**src/design/spq_pkg.sv**
```systemverilog
// Shared types and codes for the stable priority queue.
`timescale 1ns / 1ps

package spq_pkg;

  // One stored entry: identifier, burst time and priority.
  typedef struct packed {
    logic [7:0]  prio;
    logic [15:0] burst;
    logic [15:0] proc_id;
  } entry_t;

  // Command codes carried on the input tuser.
  typedef enum logic {
    CMD_INSERT = 1'b0,
    CMD_POP    = 1'b1
  } cmd_t;

  // Result status codes carried on the output tuser.
  typedef enum logic [1:0] {
    ST_INSERTED = 2'd0,
    ST_POPPED   = 2'd1,
    ST_EMPTY    = 2'd2,
    ST_FULL     = 2'd3
  } status_t;

  // Control broadcast from the top level to every cell of the chain.
  typedef struct packed {
    logic   ins;
    logic   pop;
    entry_t new_entry;
  } cell_ctrl_t;

endpackage

```
**src/design/spq_cell.sv**
```systemverilog
// One cell of the sorted chain: holds a single entry and shifts with its neighbours.
`timescale 1ns / 1ps

module spq_cell (
  input  logic               clk,
  input  spq_pkg::cell_ctrl_t ctrl,
  input  logic               occupied,
  input  logic               at_end,
  input  spq_pkg::entry_t    prev_entry,
  input  logic               prev_take,
  input  spq_pkg::entry_t    next_entry,
  output spq_pkg::entry_t    entry,
  output logic               take
);
  import spq_pkg::*;

  entry_t entry_r;
  entry_t entry_nxt;

  // A held entry with a strictly larger priority gives way to the new one,
  // which keeps equal priorities in arrival order. The first free cell takes
  // the new entry when no held entry gives way.
  assign take  = occupied ? (entry_r.prio > ctrl.new_entry.prio) : at_end;
  assign entry = entry_r;

  // Insert shifts the tail one place back; pop shifts everything forward.
  always_comb begin
    entry_nxt = entry_r;
    if (ctrl.ins && take) begin
      entry_nxt = prev_take ? prev_entry : ctrl.new_entry;
    end else if (ctrl.pop) begin
      entry_nxt = next_entry;
    end
  end

  always_ff @(posedge clk) begin
    entry_r <= entry_nxt;
  end

endmodule

```
**src/design/stable_priority_queue.sv**
```systemverilog
// Top level of the stable priority queue built as a chain of sorted cells.
//
// Usage: each input beat carries one command. in_tuser selects insert or pop,
// in_tdata carries the entry to insert (identifier, burst time, priority).
// Every command produces exactly one output beat: out_tuser gives the status
// (inserted, popped, pop on empty, insert dropped because full) and
// out_tdata the popped entry, or zeros when nothing was popped.
// Smaller priority values leave first; equal priorities leave in arrival order.
// An accepted input beat has its output beat in the next cycle; while the
// receiver takes results a command can be accepted in every cycle: all cells
// compare against the new priority at once and shift in the same clock, so
// the chain of DEPTH cells sets no limit on rate beyond one command per cycle.
// The result sits in an output register; while the receiver stalls, a new
// beat is accepted only in the cycle in which the waiting result is taken.
// Reset empties the queue at once (occupancy count cleared); stored entries
// are not cleared and are never read before being written.
`timescale 1ns / 1ps

module stable_priority_queue #(
  parameter int DEPTH = 16
) (
  input  logic        clk,
  input  logic        rst_n,
  input  logic        in_tvalid,
  output logic        in_tready,
  input  logic [39:0] in_tdata,   // proc_id[15:0], burst[31:16], prio[39:32]
  input  logic        in_tuser,   // command[0]
  output logic        out_tvalid,
  input  logic        out_tready,
  output logic [39:0] out_tdata,  // out_id[15:0], out_burst[31:16], out_prio[39:32]
  output logic [1:0]  out_tuser   // status[1:0]
);
  import spq_pkg::*;

  localparam int OCC_W = $clog2(DEPTH + 1);

  logic [OCC_W-1:0] occ_r;
  logic [OCC_W-1:0] occ_nxt;
  logic             out_valid_r;
  logic [39:0]      out_data_r;
  logic [1:0]       out_user_r;
  logic [39:0]      out_data_nxt;
  status_t          status_nxt;

  logic       in_fire;
  logic       is_pop;
  logic       full;
  logic       empty;
  cell_ctrl_t ctrl;

  entry_t cell_entry [DEPTH];
  logic   cell_take  [DEPTH];

  assign in_tready = !out_valid_r || out_tready;
  assign in_fire   = in_tvalid && in_tready;
  assign is_pop    = (in_tuser == CMD_POP);
  assign full      = (occ_r == OCC_W'(DEPTH));
  assign empty     = (occ_r == '0);

  // Broadcast control to the chain; only legal operations move the cells.
  always_comb begin
    ctrl.new_entry.proc_id = in_tdata[15:0];
    ctrl.new_entry.burst   = in_tdata[31:16];
    ctrl.new_entry.prio    = in_tdata[39:32];
    ctrl.ins               = in_fire && !is_pop && !full;
    ctrl.pop               = in_fire && is_pop && !empty;
  end

  // The chain of cells, cell zero at the head.
  for (genvar i = 0; i < DEPTH; i++) begin : g_cell
    entry_t prev_e;
    logic   prev_t;
    entry_t next_e;

    if (i == 0) begin : g_head
      assign prev_e = ctrl.new_entry;
      assign prev_t = 1'b0;
    end else begin : g_mid
      assign prev_e = cell_entry[i-1];
      assign prev_t = cell_take[i-1];
    end

    if (i == DEPTH - 1) begin : g_tail
      assign next_e = cell_entry[i];
    end else begin : g_body
      assign next_e = cell_entry[i+1];
    end

    spq_cell u_cell (
      .clk        (clk),
      .ctrl       (ctrl),
      .occupied   (OCC_W'(i) < occ_r),
      .at_end     (occ_r == OCC_W'(i)),
      .prev_entry (prev_e),
      .prev_take  (prev_t),
      .next_entry (next_e),
      .entry      (cell_entry[i]),
      .take       (cell_take[i])
    );
  end

  // Result and occupancy for the accepted command.
  always_comb begin
    occ_nxt      = occ_r;
    out_data_nxt = '0;
    if (is_pop) begin
      if (empty) begin
        status_nxt = ST_EMPTY;
      end else begin
        status_nxt   = ST_POPPED;
        out_data_nxt = {cell_entry[0].prio, cell_entry[0].burst, cell_entry[0].proc_id};
        occ_nxt      = occ_r - 1'b1;
      end
    end else begin
      if (full) begin
        status_nxt = ST_FULL;
      end else begin
        status_nxt = ST_INSERTED;
        occ_nxt    = occ_r + 1'b1;
      end
    end
  end

  // Control state: occupancy count and output beat valid.
  always_ff @(posedge clk) begin
    if (!rst_n) begin
      occ_r       <= '0;
      out_valid_r <= 1'b0;
    end else begin
      if (in_fire) begin
        occ_r <= occ_nxt;
      end
      if (in_fire) begin
        out_valid_r <= 1'b1;
      end else if (out_tready) begin
        out_valid_r <= 1'b0;
      end
    end
  end

  // Output payload register.
  always_ff @(posedge clk) begin
    if (in_fire) begin
      out_data_r <= out_data_nxt;
      out_user_r <= status_nxt;
    end
  end

  assign out_tvalid = out_valid_r;
  assign out_tdata  = out_data_r;
  assign out_tuser  = out_user_r;

  // Occupancy never passes the number of cells.
  a_occ_bound: assert property (@(posedge clk) disable iff (!rst_n)
    occ_r <= OCC_W'(DEPTH))
    else $error("occupancy beyond depth");

  // An insert into a full queue is reported as dropped and leaves the count.
  a_full_drop: assert property (@(posedge clk) disable iff (!rst_n)
    (in_fire && !is_pop && full) |=>
      (out_tvalid && out_tuser == ST_FULL && occ_r == $past(occ_r)))
    else $error("full insert not dropped");

  // A pop on an empty queue is reported as such with zero payload.
  a_empty_pop: assert property (@(posedge clk) disable iff (!rst_n)
    (in_fire && is_pop && empty) |=>
      (out_tvalid && out_tuser == ST_EMPTY && out_tdata == '0 && occ_r == '0))
    else $error("empty pop misreported");

  // A successful insert grows the count by one.
  a_ins_count: assert property (@(posedge clk) disable iff (!rst_n)
    (in_fire && !is_pop && !full) |=> (occ_r == $past(occ_r) + 1'b1))
    else $error("insert did not grow occupancy");

endmodule
```
**config.mk**
```make
export PLATFORM = sky130hd
export DESIGN_NAME = stable_priority_queue
export DESIGN_NICKNAME = d
export VERILOG_FILES = /design/src/design/spq_pkg.sv /design/src/design/spq_cell.sv /design/src/design/stable_priority_queue.sv
export SDC_FILE = /design/constraint.sdc
export NUM_CORES = 2
export LEC_CHECK = 0
export ABC_AREA = 1
export BUFFER_PORTS_ARGS = -buffer_cell sky130_fd_sc_hd__clkbuf_2
export CORE_ASPECT_RATIO = 1.5
export CORE_MARGIN = 3
export CORE_UTILIZATION = 40
export DETAILED_ROUTE_END_ITERATION = 12
export PLACE_DENSITY = 0.53
export SETUP_SLACK_MARGIN = 0.4
export SLEW_MARGIN = 40
export SYNTH_ARGS = -nofsm -noshare
export SYNTH_HDL_FRONTEND = slang
export SYNTH_SLANG_ARGS = --single-unit
```
**constraint.sdc**
```tcl
create_clock -name clk -period 11.9 [get_ports clk]
set_clock_uncertainty 0.05 [all_clocks]
set_input_delay 1.19 -clock clk [delete_from_list [all_inputs] [get_ports clk]]
set_output_delay 1.19 -clock clk [all_outputs]
set_load 0.05 [all_outputs]
```
* Word level (Yosys, flattened, before mapping)
Cells that the tools add are included.
** Word-level totals
- Register bits after elaboration :: 688
- Input port bits :: 45
- Output and inout port bits :: 44
- Logic and storage cells :: 219
** Operators by class
- Add/subtract/negate cells :: 2
- Order comparisons :: 32
- Equal/unequal tests :: 18
- Multiplexer cells :: 69
- Bitwise operators :: 1
- Reductions and logical operators :: 45
** Operators by type and width (number)
- 40-bit 2-to-1 mux :: 45
- 8-bit > comparator :: 16
- 5-bit by 4-bit == test with 1-bit output, second input constant :: 8
- 4-bit by 5-bit < comparator with 1-bit output, first input constant :: 8
- 2-bit nonzero test :: 16
- 1-bit logical AND :: 21
- 5-bit by 3-bit == test with 1-bit output, second input constant :: 4
- 3-bit by 5-bit < comparator with 1-bit output, first input constant :: 4
- 1-bit 2-to-1 mux :: 18
- 5-bit 2-to-1 mux :: 3
- 5-bit by 2-bit == test with 1-bit output, second input constant :: 2
- 1-bit by 5-bit < comparator with 1-bit output, first input constant :: 2
- 2-bit by 5-bit < comparator with 1-bit output, first input constant :: 2
- 2-bit 2-to-1 mux :: 3
- 5-bit by 1-bit adder with 5-bit output, second input constant :: 1
- 5-bit by 1-bit == test with 1-bit output, second input constant :: 1
- 5-bit == test, second input constant :: 1
- 5-bit zero test :: 1
- 5-bit by 1-bit subtractor with 5-bit output, second input constant :: 1
- 1-bit zero test :: 4
- 2-bit != test, second input constant :: 2
- 3-bit AND reduction :: 1
- 2-bit OR reduction :: 1
- 1-bit logical OR :: 1
- 1-bit NOT :: 1

* Longest topological paths before layout
- Word-level depth :: 7
- Depth in mapped cells :: 16
- Gate-level depth less buffers :: 15

* By module
From an unflattened synthesis, not the netlist that was laid out.
** Unflattened totals
- Cells, all modules :: 4561
- Area, all modules :: 42504.5 sq um
** By module, submodules not included
- spq_cell at g_cell[0].u_cell ... :: times used 9, cells an instance 269, area each 2512.4 sq um, seq. area each 1201.2 sq um
- spq_cell at g_cell[3].u_cell ... :: times used 7, cells an instance 269, area each 2516.2 sq um, seq. area each 1201.2 sq um
- stable_priority_queue :: times used 1, cells an instance 257, area each 2279.7 sq um, seq. area each 1381.3 sq um

* Least setup slack after synthesis
No wires, ideal clock.
- Path type :: input to register
- Start point :: input out_tready
- End point :: register g_cell[15].u_cell.entry_r, in the netlist g_cell[15].u_cell.entry[0] (enable)
- Library setup time :: 451 ps
- Arrival time :: 5251 ps
- Data required time :: 11399 ps
- Slack :: 6148 ps
- Stages on the path :: 9
- Path buffers :: 1
- Cell sequence :: inv_1 > nand2_1 > nand2_1 > inv_1 > nand3_2 > inv_2 > buf_4 > nand3_1 > a21oi_1
** Between the ends
- Word-level cells in the longest chain between the ends :: 5
** RTL lines
- start, declared :: line stable_priority_queue.sv:29 : input logic out_tready,
- 1-bit logical OR :: line stable_priority_queue.sv:54 : assign in_tready = !out_valid_r || out_tready;
- named net in_tready :: line stable_priority_queue.sv:25 : output logic in_tready,
- 1-bit logical AND :: line stable_priority_queue.sv:55 : assign in_fire = in_tvalid && in_tready;
- named net in_fire :: line stable_priority_queue.sv:45 : logic in_fire;
- 1-bit logical AND (2 in series) :: line stable_priority_queue.sv:65 : ctrl.ins = in_fire && !is_pop && !full;
- 1-bit logical AND :: line spq_cell.sv:29 : if (ctrl.ins && take) begin
- end signal, assigned :: line spq_cell.sv:37 : entry_r <= entry_nxt;
- end, declared :: line spq_cell.sv:17 : entry_t entry_r;
The timed path passes the listed nets, and every way through them passes these cells.
A chain may end at the register's enable or synchronous reset.

==> flow_summary_export.csv <==
group,metric,value,unit
die,die_w,266,um
detailed_routing,drt-pass1-iter-count,5,
global_routing,grt_pass1_wl,192,mm
pwr,p_per_area,151,mW/mm2
place,hpwl,89.5,mm
synthesis,syn_area,0.0405,mm2
detailed_routing,vias,32700,
timing,setup_tns,0,ns
worst_setup_path,critPathCaptureType,"flop",
cts,cts_root_buffer,"clkbuf_16",
pwr,power_leakage,20.9,nW
timing,rsz0062_at_grt,"no",
cts,clkSinkCount,688,
worst_setup_path,arrival,5.50,ns
die,ios,89,
synthesis,yosysWarnings,0,
cts,post_cts_buffers,0,
cts,cts_tree,"yes",
cts,cts.path.max_buffers,3,
worst_setup_path,cp_common_cell,"nand2_1",
die,placementRows,142,
place,gp_congestion,0.874,
detailed_routing,avgViaCountPerCell,5.02,
cts,numCtsBuffers,73,
finish,mostFrequentLayoutCells,"nand2_1, nand3_1, edfxtp_1, inv_1, ha_1",
worst_setup_path,crit_slowest_cell,"nand2_2",
finish,postLayoutCoreUtil,0.438,
cts,htree_levels,3,
status,status,"completed",
detailed_routing,routed_wirelength,119,mm
synthesis,synth_cells,5282,
timing,worst_pin_slew,0.837,ns
flow_run,cap_violations,0,
worst_setup_path,startpoint_type,"input pin",
cts,insertion_delay,0.66,ns
timing,max-slew-margin-rel,0.441,
timing,fin_crit,5.15,ns
finish,drive_gt1_frac,0.0612,
global_routing,grt_pass1_vias,33500,
worst_setup_path,crit_family,"simple AND/OR/NAND/NOR gates",
synthesis,yosysSeqAreaShare,0.508,
cts,cts_resized,0,
worst_hold_path,min_path_type,"flop to flop",
worst_setup_path,crit_chain,"clkbuf_2, inv_1, buf_4, ha_1, nand2_1, nor2_1, nand4_1, nand2_1, inv_2, nand2_2, buf_4, nand2_2, nand2_2, inv_2, nand2_1, nand2_1",
timing,hold_viol_final,0,
cts,cts_hold_buf,0,
worst_setup_path,cpPeakStageDelay,0.80,ns
worst_setup_path,path_buf_inv,6,
timing,period_share,0.433,
pwr,vdd_drop_max,97.8,uV
global_routing,antenna_found_initial,0,
die,coreArea,0.100,mm2
timing,setup_violations,0,
detailed_routing,ant_nets,0,
die,die_area,0.105,mm2
timing,slew_violations,0,
finish,fin_nets,5357,
worst_setup_path,cp_max_fo,42,
global_routing,grt_start_max_net_pins,81,
die,die_y,396,um
worst_setup_path,setup.worst_path.start,"in_tdata[38]",
worst_setup_path,worstReg2RegStart,"occ_r[4]$_SDFFE_PN0P_",
worst_setup_path,worstSetupPathType,"input pin to flop",
finish,layout_commonest_cell,"nand2_1",
detailed_routing,dr.first_iter.drc_count,2537,
cts,clk_pin_slew,0.06,ns
worst_hold_path,hp-start,"out_tvalid$_SDFFE_PN0P_",
global_routing,grtUsageTotal,0.227,
worst_setup_path,required,12.25,ns
synthesis,ys_types,33,
detailed_routing,drc,0,
global_routing,gr-total-overflow,0,
timing,max_clock_freq,0.194,GHz
synthesis,syn_nets,5460,
detailed_routing,wl_per_cell,18.3,um
synthesis,ys_ff_latch,688,
finish,syn_to_final_growth,8.33,%
place,port_buffers,88,
synthesis,avgSynthCellArea,7.68,um2
die,initial_utilization,0.405,
## metal layers
| metal | vias to the layer above | track usage | wire, um |
|---|---|---|---|
| met4 | 0 | 0.0767 | 3410 |
| met2 | 700 | 0.405 | 59200 |
| li1 | 16900 | - | - |
| met3 | 194 | 0.0260 | 4570 |
| met1 | 15000 | 0.285 | 52100 |
| met5 | - | 0 | 0 |
## cell usage after synthesis
| master | count | share of area |
|---|---|---|
| nand3b_1 | 1 | 0.00019 |
| buf_2 | 126 | 0.016 |
| a21o_1 | 2 | 0.00037 |
| inv_1 | 222 | 0.021 |
| o21a_1 | 13 | 0.0024 |
| o21ai_1 | 32 | 0.0039 |
| o21ai_0 | 19 | 0.0023 |
| nand2_1 | 2871 | 0.27 |
| o211ai_1 | 1 | 0.00019 |
| nand4_1 | 11 | 0.0017 |
| a31oi_1 | 2 | 0.00031 |
| nor2_1 | 82 | 0.0076 |
| buf_6 | 6 | 0.0017 |
| inv_2 | 23 | 0.0021 |
| clkinv_1 | 1 | 0.000092 |
| nand3_1 | 738 | 0.091 |
| xnor2_1 | 1 | 0.00022 |
| clkbuf_2 | 1 | 0.00012 |
| nor2_2 | 5 | 0.00077 |
| a21oi_2 | 1 | 0.00022 |
| ha_1 | 133 | 0.041 |
| xor2_1 | 2 | 0.00043 |
| o21bai_1 | 11 | 0.0020 |
| clkbuf_1 | 191 | 0.018 |
| nor2_4 | 2 | 0.00056 |
| nor3_1 | 2 | 0.00025 |
| a21oi_1 | 57 | 0.0070 |
| edfxtp_1 | 682 | 0.51 |
| dfxtp_1 | 6 | 0.0030 |
| nand2_2 | 10 | 0.0015 |
| nand3_2 | 2 | 0.00049 |
| buf_4 | 14 | 0.0026 |
| buf_1 | 12 | 0.0011 |
## cell type report
| cell class | instances | area [um2] |
|---|---|---|
| multi-input combinational | 3998 | 17500 |
| clock inverter | 34 | 269 |
| inverter | 246 | 927 |
| timing repair buffer | 172 | 1070 |
| clock buffer | 88 | 1900 |
| sequential | 688 | 20600 |
| antenna | 1 | 2.50 |
| tap | 1296 | 1620 |
| fill | 10400 | 56300 |
## stage by stage
stage          power [mW]  hold slack [ns]  worst slack [ns]  std cells  area (um2)
5_1_grt              6.99            0.486              6.30       6522       43900
6_report             6.63            0.465              6.75       6523       43900
3_5_place_dp         4.49            0.452              6.07       6400       41700
3_3_place_gp         4.47            0.443              6.24       6400       41700
2_1_floorplan        4.09            0.444              6.15       5282       40500
4_1_cts              6.70            0.466              6.78       6522       43900
## final timing paths
| check | to | slack, ns | cells after the start |
|---|---|---|---|
| min | out_tvalid$_SDFFE_PN0P_ | 0.47 | 2 |
| max reg2reg | g_cell[10].u_cell.entry[11]$_DFFE_PP_ | 7.32 | 15 |
| min reg2reg | out_tvalid$_SDFFE_PN0P_ | 0.47 | 2 |
| max | g_cell[10].u_cell.entry[11]$_DFFE_PP_ | 6.75 | 16 |
## power breakdown
part	switching, mW	internal, mW	leakage [nW]
Clock	0.995	1.20	1.07
Sequential	0.121	2.97	6.35
Combinational	0.963	0.380	13.4
Total	2.08	4.55	20.9
## sequential cells by signal, indices dropped and copies added (netlist names)
register	flops
out_tvalid	1
out_tdata	40
occ_r	5
g_cell.u_cell.entry	640
out_tuser	2
## cells by family after synthesis
group                      synth area share
and+or+nand+nor                       0.370
DFF                                   0.508
buffers and inverters                0.0615
AOI/OAI and AO/OA                    0.0189
adders and majority gates            0.0410
xor gates and xnor gates           0.000648
## worst register-to-register path, delay by kind of cell (launching register included)
kind / cells / cell delay (ns)
AND/OR/NAND/NOR: 10 / 2.20
flip-flops: 1 / 0.65
buffers and inverters: 5 / 1.43
Power figures use the tool's default switching activity.
